## config.mk

```make
export PLATFORM = sky130hd
export DESIGN_NAME = at_response_line_parser
export DESIGN_NICKNAME = d
export VERILOG_FILES = /design/src/sv/at_rlp_pkg.sv /design/src/sv/at_rlp_parse.sv /design/src/sv/at_rlp_out_fifo.sv /design/src/sv/at_response_line_parser.sv
export VERILOG_INCLUDE_DIRS = /design/src /design/src/sv
export SDC_FILE = /design/constraint.sdc
export NUM_CORES = 1
export LEC_CHECK = 0
export BUFFER_PORTS_ARGS = -buffer_cell sky130_fd_sc_hd__buf_2
export CORE_MARGIN = 5
export CORE_UTILIZATION = 40
export CTS_BUF_LIST = sky130_fd_sc_hd__clkbuf_16
export DETAILED_ROUTE_END_ITERATION = 10
export PLACE_DENSITY = 0.55
export SLEW_MARGIN = 10
export SYNTH_ARGS = -nofsm -noshare
export SYNTH_HDL_FRONTEND = slang
export SYNTH_SLANG_ARGS = --single-unit
export TNS_END_PERCENT = 20
```

## constraint.sdc

```tcl
create_clock -name i_clk -period 5.78 [get_ports i_clk]
set_input_delay 1.445 -clock i_clk [delete_from_list [all_inputs] [get_ports i_clk]]
set_output_delay 1.445 -clock i_clk [all_outputs]
set_load 0.01 [all_outputs]
```

## src/sv/assert_macros.svh

```systemverilog
// Assertion macros shared by the AT response line parser RTL.
// No dependencies; the checks drop out when SYNTHESIS is defined.
`ifndef ASSERT_MACROS_SVH
`define ASSERT_MACROS_SVH
`ifndef SYNTHESIS
// Check that is switched off while reset is held.
`define AT_ASSERT(lbl, clk, rst_n, prop) \
    lbl: assert property (@(posedge clk) disable iff (!rst_n) prop) \
        else $error("at_rlp assertion failed");
// Check that is live through reset as well.
`define AT_ASSERT_ALWAYS(lbl, clk, prop) \
    lbl: assert property (@(posedge clk) prop) \
        else $error("at_rlp assertion failed");
`else
`define AT_ASSERT(lbl, clk, rst_n, prop)
`define AT_ASSERT_ALWAYS(lbl, clk, prop)
`endif
`endif

```

## src/sv/at_rlp_pkg.sv

```systemverilog
// Package for the AT response line parser: types, character codes, prefix tables.
// No dependencies.
package at_rlp_pkg;

    localparam int unsigned LENGTH_BITS_DEF = 8;
    localparam int unsigned PFX_NUM   = 4;
    localparam int unsigned PFX_SLOTS = 16;

    // prefix slots
    localparam int unsigned P_NAME = 0;
    localparam int unsigned P_IPD  = 1;
    localparam int unsigned P_ADDR = 2;
    localparam int unsigned P_UP   = 3;

    localparam logic [7:0] CHAR_NUL   = 8'h00;
    localparam logic [7:0] CHAR_NL    = 8'h0A;
    localparam logic [7:0] CHAR_QUOTE = 8'h22;
    localparam logic [7:0] CHAR_COMMA = 8'h2C;
    localparam logic [7:0] CHAR_COLON = 8'h3A;
    localparam logic [7:0] CHAR_ZERO  = 8'h30;
    localparam logic [7:0] CHAR_NINE  = 8'h39;

    localparam logic [3:0] SRC_MAX = 4'd9;
    localparam logic [7:0] POS_MAX = 8'hFF;

    localparam logic [1:0] KIND_NAME    = 2'd0;
    localparam logic [1:0] KIND_ADDR    = 2'd1;
    localparam logic [1:0] KIND_PAYLOAD = 2'd2;
    localparam logic [1:0] KIND_LINK_UP = 2'd3;

    localparam logic [7:0] PFX_LEN [PFX_NUM] = '{8'd8, 8'd5, 8'd14, 8'd11};

    localparam logic [7:0] PFX_TEXT [PFX_NUM][PFX_SLOTS] = '{
        '{"+", "C", "W", "J", "A", "P", ":", "\"",
          8'h00, 8'h00, 8'h00, 8'h00, 8'h00, 8'h00, 8'h00, 8'h00},
        '{"+", "I", "P", "D", ",", 8'h00, 8'h00, 8'h00,
          8'h00, 8'h00, 8'h00, 8'h00, 8'h00, 8'h00, 8'h00, 8'h00},
        '{"+", "C", "I", "F", "S", "R", ":", "S",
          "T", "A", "I", "P", ",", "\"", 8'h00, 8'h00},
        '{"W", "I", "F", "I", " ", "G", "O", "T",
          " ", "I", "P", 8'h00, 8'h00, 8'h00, 8'h00, 8'h00}
    };

    typedef enum logic [2:0] {
        MODE_MATCH,
        MODE_SKIP,
        MODE_NAME,
        MODE_ADDR,
        MODE_LINK,
        MODE_COUNT,
        MODE_DATA
    } t_mode;

    typedef struct packed {
        logic [1:0] kind;
        logic [7:0] data;
        logic       last;
        logic [3:0] src;
        logic [7:0] len;
    } t_result;

    // Prefixes whose character at this line position equals the byte.
    function automatic logic [PFX_NUM-1:0] prefix_hits(input logic [7:0] pos,
                                                       input logic [7:0] rx);
        logic [PFX_NUM-1:0] hits;
        for (int i = 0; i < PFX_NUM; i++) begin
            hits[i] = (pos < PFX_LEN[i]) && (rx == PFX_TEXT[i][pos[3:0]]);
        end
        return hits;
    endfunction

    // Prefixes whose last character sits at this line position.
    function automatic logic [PFX_NUM-1:0] prefix_ends(input logic [7:0] pos);
        logic [PFX_NUM-1:0] ends;
        for (int i = 0; i < PFX_NUM; i++) begin
            ends[i] = (pos == PFX_LEN[i] - 8'd1);
        end
        return ends;
    endfunction

endpackage

```

## src/sv/at_rlp_parse.sv

```systemverilog
// Line parser core: per-byte state update and result generation.
// Depends on at_rlp_pkg and assert_macros.svh.
`include "assert_macros.svh"

module at_rlp_parse
    import at_rlp_pkg::*;
#(
    parameter int unsigned LENGTH_BITS = LENGTH_BITS_DEF
) (
    input  logic    i_clk,
    input  logic    i_rst_n,
    input  logic    i_fire,
    input  logic [7:0] i_byte,
    output logic    o_res_valid,
    output t_result o_res
);

    t_mode                  r_mode,  n_mode;
    logic [7:0]             r_pos,   n_pos;
    logic [PFX_NUM-1:0]     r_alive, n_alive;
    logic [3:0]             r_src,   n_src;
    logic [LENGTH_BITS-1:0] r_decl,  n_decl;
    logic [LENGTH_BITS-1:0] r_remain, n_remain;
    logic [7:0]             r_held,  n_held;
    logic                   r_held_vld, n_held_vld;
    logic                   r_closed, n_closed;

    logic                   is_nul, is_nl, is_quote, is_dig, active;
    logic [PFX_NUM-1:0]     alive_next, done;
    logic [7:0]             src_calc;
    logic [3:0]             src_sum;
    logic [LENGTH_BITS+3:0] decl_calc;
    logic [LENGTH_BITS-1:0] decl_sum;
    logic [LENGTH_BITS+7:0] decl_ext;
    logic [1:0]             field_kind;
    logic                   remain_one;

    assign is_nul   = (i_byte == CHAR_NUL);
    assign is_nl    = (i_byte == CHAR_NL);
    assign is_quote = (i_byte == CHAR_QUOTE);
    assign is_dig   = (i_byte >= CHAR_ZERO) && (i_byte <= CHAR_NINE);
    assign active   = i_fire && !is_nul;

    assign alive_next = r_alive & prefix_hits(r_pos, i_byte);
    assign done       = alive_next & prefix_ends(r_pos);

    // value*10 + digit, saturating
    assign src_calc  = ({4'd0, r_src} << 3) + ({4'd0, r_src} << 1) + {4'd0, i_byte[3:0]};
    assign src_sum   = (src_calc > {4'd0, SRC_MAX}) ? SRC_MAX : src_calc[3:0];
    assign decl_calc = ({4'd0, r_decl} << 3) + ({4'd0, r_decl} << 1)
                     + {{LENGTH_BITS{1'b0}}, i_byte[3:0]};
    assign decl_sum  = (decl_calc > {4'd0, {LENGTH_BITS{1'b1}}}) ?
                       {LENGTH_BITS{1'b1}} : decl_calc[LENGTH_BITS-1:0];

    assign decl_ext   = {8'd0, r_decl};
    assign field_kind = (r_mode == MODE_NAME) ? KIND_NAME : KIND_ADDR;
    assign remain_one = (r_remain == LENGTH_BITS'(1));

    // next state
    always_comb begin
        n_mode     = r_mode;
        n_pos      = r_pos;
        n_alive    = r_alive;
        n_src      = r_src;
        n_decl     = r_decl;
        n_remain   = r_remain;
        n_held     = r_held;
        n_held_vld = r_held_vld;
        n_closed   = r_closed;
        if (active) begin
            if (is_nl) begin
                n_held_vld = 1'b0;
                n_pos      = 8'd0;
                n_mode     = MODE_MATCH;
                n_alive    = '1;
                n_remain   = '0;
            end else begin
                if (r_pos != POS_MAX) begin
                    n_pos = r_pos + 8'd1;
                end
                case (r_mode)
                    MODE_MATCH: begin
                        n_alive = alive_next;
                        if (alive_next == '0) begin
                            n_mode = MODE_SKIP;
                        end else if (done[P_NAME]) begin
                            n_mode     = MODE_NAME;
                            n_held_vld = 1'b0;
                        end else if (done[P_IPD]) begin
                            n_mode   = MODE_LINK;
                            n_src    = '0;
                            n_decl   = '0;
                            n_closed = 1'b0;
                        end else if (done[P_ADDR]) begin
                            n_mode     = MODE_ADDR;
                            n_held_vld = 1'b0;
                        end else if (done[P_UP]) begin
                            n_mode = MODE_SKIP;
                        end
                    end
                    MODE_NAME, MODE_ADDR: begin
                        if (is_quote) begin
                            n_held_vld = 1'b0;
                            n_mode     = MODE_SKIP;
                        end else begin
                            n_held     = i_byte;
                            n_held_vld = 1'b1;
                        end
                    end
                    MODE_LINK: begin
                        if (i_byte == CHAR_COMMA) begin
                            n_mode   = MODE_COUNT;
                            n_closed = 1'b0;
                        end else if (!r_closed && is_dig) begin
                            n_src = src_sum;
                        end else begin
                            n_closed = 1'b1;
                        end
                    end
                    MODE_COUNT: begin
                        if (i_byte == CHAR_COLON) begin
                            n_remain = r_decl;
                            n_mode   = (r_decl != '0) ? MODE_DATA : MODE_SKIP;
                        end else if (!r_closed && is_dig) begin
                            n_decl = decl_sum;
                        end else begin
                            n_closed = 1'b1;
                        end
                    end
                    MODE_DATA: begin
                        if (r_remain != '0) begin
                            n_remain = r_remain - LENGTH_BITS'(1);
                        end
                        if (r_remain <= LENGTH_BITS'(1)) begin
                            n_mode = MODE_SKIP;
                        end
                    end
                    default: begin
                    end
                endcase
            end
        end
    end

    // result
    always_comb begin
        o_res_valid = 1'b0;
        o_res       = '0;
        if (active) begin
            if (is_nl) begin
                if (r_held_vld && (r_mode == MODE_NAME || r_mode == MODE_ADDR)) begin
                    o_res_valid = 1'b1;
                    o_res.kind  = field_kind;
                    o_res.data  = r_held;
                end
            end else begin
                case (r_mode)
                    MODE_MATCH: begin
                        if (done[P_UP]) begin
                            o_res_valid = 1'b1;
                            o_res.kind  = KIND_LINK_UP;
                        end
                    end
                    MODE_NAME, MODE_ADDR: begin
                        if (r_held_vld) begin
                            o_res_valid = 1'b1;
                            o_res.kind  = field_kind;
                            o_res.data  = r_held;
                            o_res.last  = is_quote;
                        end
                    end
                    MODE_DATA: begin
                        o_res_valid = 1'b1;
                        o_res.kind  = KIND_PAYLOAD;
                        o_res.data  = i_byte;
                        o_res.last  = remain_one;
                        o_res.src   = r_src;
                        o_res.len   = decl_ext[7:0];
                    end
                    default: begin
                    end
                endcase
            end
        end
    end

    always_ff @(posedge i_clk) begin
        if (!i_rst_n) begin
            r_mode     <= MODE_MATCH;
            r_pos      <= '0;
            r_alive    <= '1;
            r_src      <= '0;
            r_decl     <= '0;
            r_remain   <= '0;
            r_held_vld <= 1'b0;
            r_closed   <= 1'b0;
        end else begin
            r_mode     <= n_mode;
            r_pos      <= n_pos;
            r_alive    <= n_alive;
            r_src      <= n_src;
            r_decl     <= n_decl;
            r_remain   <= n_remain;
            r_held_vld <= n_held_vld;
            r_closed   <= n_closed;
        end
    end

    always_ff @(posedge i_clk) begin
        r_held <= n_held;
    end

    `AT_ASSERT(a_data_has_count, i_clk, i_rst_n, r_mode == MODE_DATA |-> r_remain != '0)
    `AT_ASSERT(a_held_in_field, i_clk, i_rst_n, r_held_vld |-> (r_mode == MODE_NAME || r_mode == MODE_ADDR))
    `AT_ASSERT(a_src_range, i_clk, i_rst_n, r_src <= SRC_MAX)
    `AT_ASSERT(a_last_ends_data, i_clk, i_rst_n, (o_res_valid && o_res.kind == KIND_PAYLOAD && o_res.last) |=> r_mode == MODE_SKIP)

endmodule

```

## src/sv/at_rlp_out_fifo.sv

```systemverilog
// Two-entry result buffer between the parser core and the output channel.
// Depends on at_rlp_pkg and assert_macros.svh.
`include "assert_macros.svh"

module at_rlp_out_fifo
    import at_rlp_pkg::*;
(
    input  logic    i_clk,
    input  logic    i_rst_n,
    input  logic    i_push,
    input  t_result i_res,
    output logic    o_ready,
    output logic    o_valid,
    input  logic    i_stall,
    output t_result o_res
);

    t_result    r_slot [2];
    logic       r_wr_ptr, n_wr_ptr;
    logic       r_rd_ptr, n_rd_ptr;
    logic [1:0] r_count,  n_count;
    logic       pop;

    assign o_valid = (r_count != 2'd0);
    assign o_ready = (r_count != 2'd2);
    assign pop     = o_valid && !i_stall;
    assign o_res   = r_slot[r_rd_ptr];

    always_comb begin
        n_wr_ptr = r_wr_ptr ^ i_push;
        n_rd_ptr = r_rd_ptr ^ pop;
        n_count  = r_count + {1'b0, i_push} - {1'b0, pop};
    end

    always_ff @(posedge i_clk) begin
        if (!i_rst_n) begin
            r_wr_ptr <= 1'b0;
            r_rd_ptr <= 1'b0;
            r_count  <= 2'd0;
        end else begin
            r_wr_ptr <= n_wr_ptr;
            r_rd_ptr <= n_rd_ptr;
            r_count  <= n_count;
        end
    end

    always_ff @(posedge i_clk) begin
        if (i_push) begin
            r_slot[r_wr_ptr] <= i_res;
        end
    end

    `AT_ASSERT(a_no_overflow, i_clk, i_rst_n, i_push |-> r_count != 2'd2)
    `AT_ASSERT(a_count_range, i_clk, i_rst_n, r_count <= 2'd2)
    `AT_ASSERT(a_ptr_count, i_clk, i_rst_n, (r_count == 2'd0 || r_count == 2'd2) |-> r_wr_ptr == r_rd_ptr)

endmodule

```

## src/sv/at_response_line_parser.sv

```systemverilog
// Top level of the AT response line parser: input register, parser core, result buffer.
// Depends on at_rlp_pkg, at_rlp_parse, at_rlp_out_fifo and assert_macros.svh.
//
// Use: feed received modem bytes on i_rx_byte with i_valid; a request is taken at a
// rising edge with i_valid high and o_stall low. Null bytes are dropped, a newline
// closes the line. Lines starting +CWJAP:" and +CIFSR:STAIP," give their quoted
// name/address bytes (one byte behind, so the byte before the quote carries the last
// mark); +IPD,<link>,<count>: gives <count> payload bytes tagged with link and count;
// WIFI GOT IP gives one link-up result.
// Results leave on o_valid / i_stall with the fields on o_result_kind, o_data_byte,
// o_last_of_field, o_link_source and o_payload_length.
// Path: a byte accepted into the input register is parsed combinationally and its
// result is written into the result buffer, whose slot drives the output.
// Throughput: one byte per cycle while the result buffer has room; the per-byte
// state update sits between the input register and the two-entry result buffer.
// Stalling: a two-entry buffer holds results while i_stall is high; once it is full
// the input register holds its byte and o_stall rises. o_stall never looks at
// i_stall in the same cycle.
// Reset (i_rst_n low, synchronous): line matching restarts, the buffer empties and
// no request is held.

module at_response_line_parser
    import at_rlp_pkg::*;
#(
    parameter int unsigned LENGTH_BITS = LENGTH_BITS_DEF
) (
    input  logic       i_clk,
    input  logic       i_rst_n,
    input  logic       i_valid,
    output logic       o_stall,
    input  logic [7:0] i_rx_byte,
    output logic       o_valid,
    input  logic       i_stall,
    output logic [1:0] o_result_kind,
    output logic [7:0] o_data_byte,
    output logic       o_last_of_field,
    output logic [3:0] o_link_source,
    output logic [7:0] o_payload_length
);

    logic       r_in_vld, n_in_vld;
    logic [7:0] r_in_byte;
    logic       accept, fire, buf_ready;
    logic       res_valid;
    t_result    res, out_res;

    // the byte waits in the input register until the buffer has room
    assign fire    = r_in_vld && buf_ready;
    assign o_stall = r_in_vld && !buf_ready;
    assign accept  = i_valid && !o_stall;

    always_comb begin
        n_in_vld = r_in_vld;
        if (accept) begin
            n_in_vld = 1'b1;
        end else if (fire) begin
            n_in_vld = 1'b0;
        end
    end

    always_ff @(posedge i_clk) begin
        if (!i_rst_n) begin
            r_in_vld <= 1'b0;
        end else begin
            r_in_vld <= n_in_vld;
        end
    end

    always_ff @(posedge i_clk) begin
        if (accept) begin
            r_in_byte <= i_rx_byte;
        end
    end

    at_rlp_parse #(
        .LENGTH_BITS (LENGTH_BITS)
    ) u_parse (
        .i_clk       (i_clk),
        .i_rst_n     (i_rst_n),
        .i_fire      (fire),
        .i_byte      (r_in_byte),
        .o_res_valid (res_valid),
        .o_res       (res)
    );

    at_rlp_out_fifo u_out_fifo (
        .i_clk   (i_clk),
        .i_rst_n (i_rst_n),
        .i_push  (res_valid),
        .i_res   (res),
        .o_ready (buf_ready),
        .o_valid (o_valid),
        .i_stall (i_stall),
        .o_res   (out_res)
    );

    assign o_result_kind    = out_res.kind;
    assign o_data_byte      = out_res.data;
    assign o_last_of_field  = out_res.last;
    assign o_link_source    = out_res.src;
    assign o_payload_length = out_res.len;

    `AT_ASSERT_ALWAYS(a_reset_clears_in, i_clk, !i_rst_n |=> !r_in_vld)
    `AT_ASSERT(a_hold_while_stalled, i_clk, i_rst_n, o_stall |=> r_in_vld && $stable(r_in_byte))
    `AT_ASSERT(a_push_only_on_fire, i_clk, i_rst_n, res_valid |-> fire)

endmodule
```

==> metrics.md <==
| Metric | Value |
|---|---|
| Worst-case vdd ir drop | 0.0001379 V |
| Post-Synth Simple-Gate Area | 0.2185 |
| Yosys warnings | 0 |
| Number of failing hold endpoints at the final stage | 0 |
| Clock tree from TritonCTS | built |
| Floorplan die area | 19790 sq um |
| Share of the cycle needed by the critical path after routing | 0.7344 |
| Number of DRC markers after the initial detailed-route iteration | 414 |
| First-pass GRT wire length | 27490 microns |
| Mux contribution to synthesized area | 0.05256 |
| Maxcap violations | 0 |
| Number of buffers created by CTS | 9 |
| Sinks on Clock Net | 105 |
| Worst Tran Pin Value | 1.027 ns |
| Post-route DRC violation count | 0 |
| Synth area leaders | sky130_fd_sc_hd__edfxtp_1 (27%), sky130_fd_sc_hd__dfxtp_1 (13%), sky130_fd_sc_hd__ha_1 (6.6%) |
| Switching part of the total | 0.2783 |
| Combinational share of power | 0.184 |
| Post-Synth XOR/XNOR Area | 0.03333 |
| Final weighted congestion in routability-driven placement | 0.8979 |
| NetSw | 0.0005230 W |
| Detail Placement HPWL | 12150 microns |
| Top-level port count | 37 |
| Req. time, crit path | 5.74 ns |
| Total iterations of the first detailed-routing run | 5 |
| Avg Cell Area, Syn | 9.555 sq um |
| Number of synthesized flops with an enable pin | 62 |
| Result of the run | finished clean |
| Seq/Total Area, Yosys | 0.3985 |
| Critical Path Sink Type | flip-flop |
| CP startpoint kind | flip-flop |
| Final clock skew | 0.009335 ns |
| Cells resized by post-CTS repair | 0 |
| Post-CTS Setup Inserts | 0 |
| Synthesis-to-layout area growth | 8.626% |
| Total negative slack | 0 ns |
| Compound-gate portion of the synthesized area | 0.1670 |
| Post-synthesis instance total | 715 |
| Synth unique cells | 88 |
| Power per cell area | 253.2 nW/um^2 |
| Vias in the first global route | 5260 |
| Htree depth | 3 |
| Cell Area, Placed | 7083 sq um |
| Number of buffer cells added on primary ports | 36 |
| Worst Path Max Fanout | 23 |
| Maximum number of pins on one net before global-route repair | 43 |
| Die extent in y | 140.7 microns |
| Max_slew headroom | 0.3150 |
| Starting density of the core | 0.4105 |
| Final setup slack of the worst path | 1.535 ns |
| Design Area, Final | 7421 sq um |
| Overall overflow remaining after global route | 0 |
| Post-synthesis instance area | 6832 sq um |
| Final critical-path required period | 4.245 ns |
| Setup repair after global routing missed its margin | no |
| Area of the core | 16640 sq um |
| Synth async-reset ratio | 0 |
| Post-synthesis net count | 767 |
| Initial antenna violation count | 0 |
| Worst min path class | flip-flop to flip-flop |
| Routed wire length | 17030 microns |
| Post-CTS clock slew at the launch and capture registers of the worst setup and hold paths | 0.08 ns |
| Number of hold buffers added after cts | 0 |
| Fraction of post-synthesis cell area in the top cell type by area | 0.2725 |
| Row count | 47 |
| Main combinational cell family by area after synthesis | simple AND/OR/NAND/NOR gates |
| Final Hold Slack | 0.4785 ns |
| Most used flip-flop cell after synthesis | sky130_fd_sc_hd__edfxtp_1 |
| Pre-CTS setup slack | 1.539 ns |
| Total leakage power | 2.728 nW |
| Ranking of synthesized cells by instance count | sky130_fd_sc_hd__edfxtp_1 (62), sky130_fd_sc_hd__nor2_1 (56), sky130_fd_sc_hd__nand2_1 (51) |
| Yosys reg bits | 105 |
| Placed Instances | 936 |
| Cell internal power dissipation | 0.001356 W |
| Most frequent cell after synthesis | sky130_fd_sc_hd__edfxtp_1 |
| Slew Limit Fails | 0 |
| Proportion of power drawn by flip-flops and latches | 0.455 |
| Total Nets Final | 779 |
| Die Wd | 140.7 microns |
| Post-DRT Antenna Nets | 0 |
| Post-Synth Adder-Cell Area | 0.07766 |
| Cell taking the most area after synthesis | sky130_fd_sc_hd__edfxtp_1 |
| Via count | 5476 |
| Post-DR wirelength/cell | 17.88 microns |
| Ratio of cells with drive above 1 in the final layout | 0.1434 |
| Data arrival time at the worst-slack endpoint | 4.21 ns |
| Latest clock arrival within the worst-skew pair | 0.35 ns |
| Final cell count without fillers | 952 |
| Critical path type | flip-flop to flip-flop |
| Routed vias/inst | 5.752 |
| Maximum clock rate | 235.6 MHz |
| GRT Util Overall | 0.1707 |
| Final setup fails | 0 |
| Root Buffer | sky130_fd_sc_hd__clkbuf_16 |
| Antenna Diode Count | 0 |
| Part of the power in the clock network | 0.361 |
| Max Root-Sink Buffers | 2 |
==> area by class of cell <==
class	count	area (sq um)
inverters	25	93.84
multi-input cells	542	3751
clock buffers	9	225.2
repair buffers	44	240.2
flip-flops and latches	105	2723
clock inverters	7	112.6
fillers	1607	9221
well taps	220	275.3
==> critical path, stage by stage, from the launching register on <==
cell	delay (ns)
sky130_fd_sc_hd__dfxtp_1	0.57
sky130_fd_sc_hd__inv_1	0.15
sky130_fd_sc_hd__ha_1	0.51
sky130_fd_sc_hd__or4b_1	0.55
sky130_fd_sc_hd__a211oi_1	0.27
sky130_fd_sc_hd__o21ai_0	0.12
sky130_fd_sc_hd__nand3_1	0.15
sky130_fd_sc_hd__nand4_1	0.15
sky130_fd_sc_hd__nor3_1	0.17
sky130_fd_sc_hd__o21a_1	0.21
sky130_fd_sc_hd__nand2b_1	0.16
sky130_fd_sc_hd__ha_1	0.85
==> power groups by stage <==
stage / clock, W / sequential (W) / combinational, W
after floorplan: 0 / 0.000838 / 0.000259
after detailed placement: 0 / 0.000872 / 0.000344
after global placement: 0 / 0.000871 / 0.000340
after CTS: 0.000695 / 0.000855 / 0.000346
after global routing: 0.000731 / 0.000860 / 0.000380
final: 0.000678 / 0.000855 / 0.000346
==> cell usage in the layout, fill, tap and decap left out, drive strengths merged, types with 9 or more instances in the layout <==
cell type / Yosys / final
buf: 9 / 44
nor2b: 18 / 18
inv: 24 / 26
and3: 14 / 14
a21oi: 36 / 36
edfxtp: 62 / 62
and2: 15 / 15
or2: 14 / 14
nand4: 14 / 14
ha: 36 / 36
clkbuf: 33 / 9
mux2i: 10 / 10
nor2: 57 / 57
nand2b: 13 / 13
xnor2: 19 / 19
nand2: 51 / 51
or4: 10 / 10
o21ai: 43 / 43
dfxtp: 43 / 43
a21boi: 15 / 15
nor3: 14 / 14
mux2: 23 / 23
nand3: 22 / 22
==> through the flow <==
stage            util  total power [W]
2_1_floorplan       -         0.001097
3_3_place_gp   0.4256         0.001211
3_5_place_dp   0.4256         0.001216
4_1_cts        0.4459         0.001896
5_1_grt        0.4459         0.001971
6_report       0.4459         0.001879
==> path summary, 6_finish.rpt <==
path | from | slack [ns] | depth (start not counted) | end
worst min register to register | u_parse.r_src[2] | 0.48 | 2 | u_parse.r_src[2]
worst max register to register | u_parse.r_pos[1] | 1.53 | 11 | u_out_fifo.r_slot[1][17]
worst min-delay path | u_parse.r_src[2] | 0.48 | 2 | u_parse.r_src[2]
worst max-delay path | u_parse.r_pos[1] | 1.53 | 11 | u_out_fifo.r_slot[1][17]
==> sequential cells by signal, summed over array words and instances (netlist names), named ones only <==
signal	flops
u_parse.r_alive	4
u_parse.r_remain	8
u_out_fifo.r_count	2
r_in_byte	8
r_in_vld	1
u_parse.r_held	8
u_parse.r_mode	3
u_parse.r_closed	1
u_parse.r_src	4
u_parse.r_pos	8
u_out_fifo.r_wr_ptr	1
u_out_fifo.r_rd_ptr	1
u_out_fifo.r_slot	46
u_parse.r_held_vld	1
u_parse.r_decl	8
==> logic make-up after synthesis <==
group	after synthesis
xor gates and xnor gates	26
adders and majority gates	40
muxes	33
buffers and inverters	68
AOI/OAI and AO/OA	169
DFF	105
and+or+nand+nor	274
==> metal layers <==
layer / vias up / global-route usage / share of wire
met5: - / 0 / 0
met4: 0 / 0.05456 / 0.022
met3: 32 / 0.02709 / 0.056
met2: 178 / 0.2661 / 0.45
met1: 2606 / 0.2436 / 0.47
li1: 2660 / - / -
Note: power is estimated with default switching activity, not from simulation.
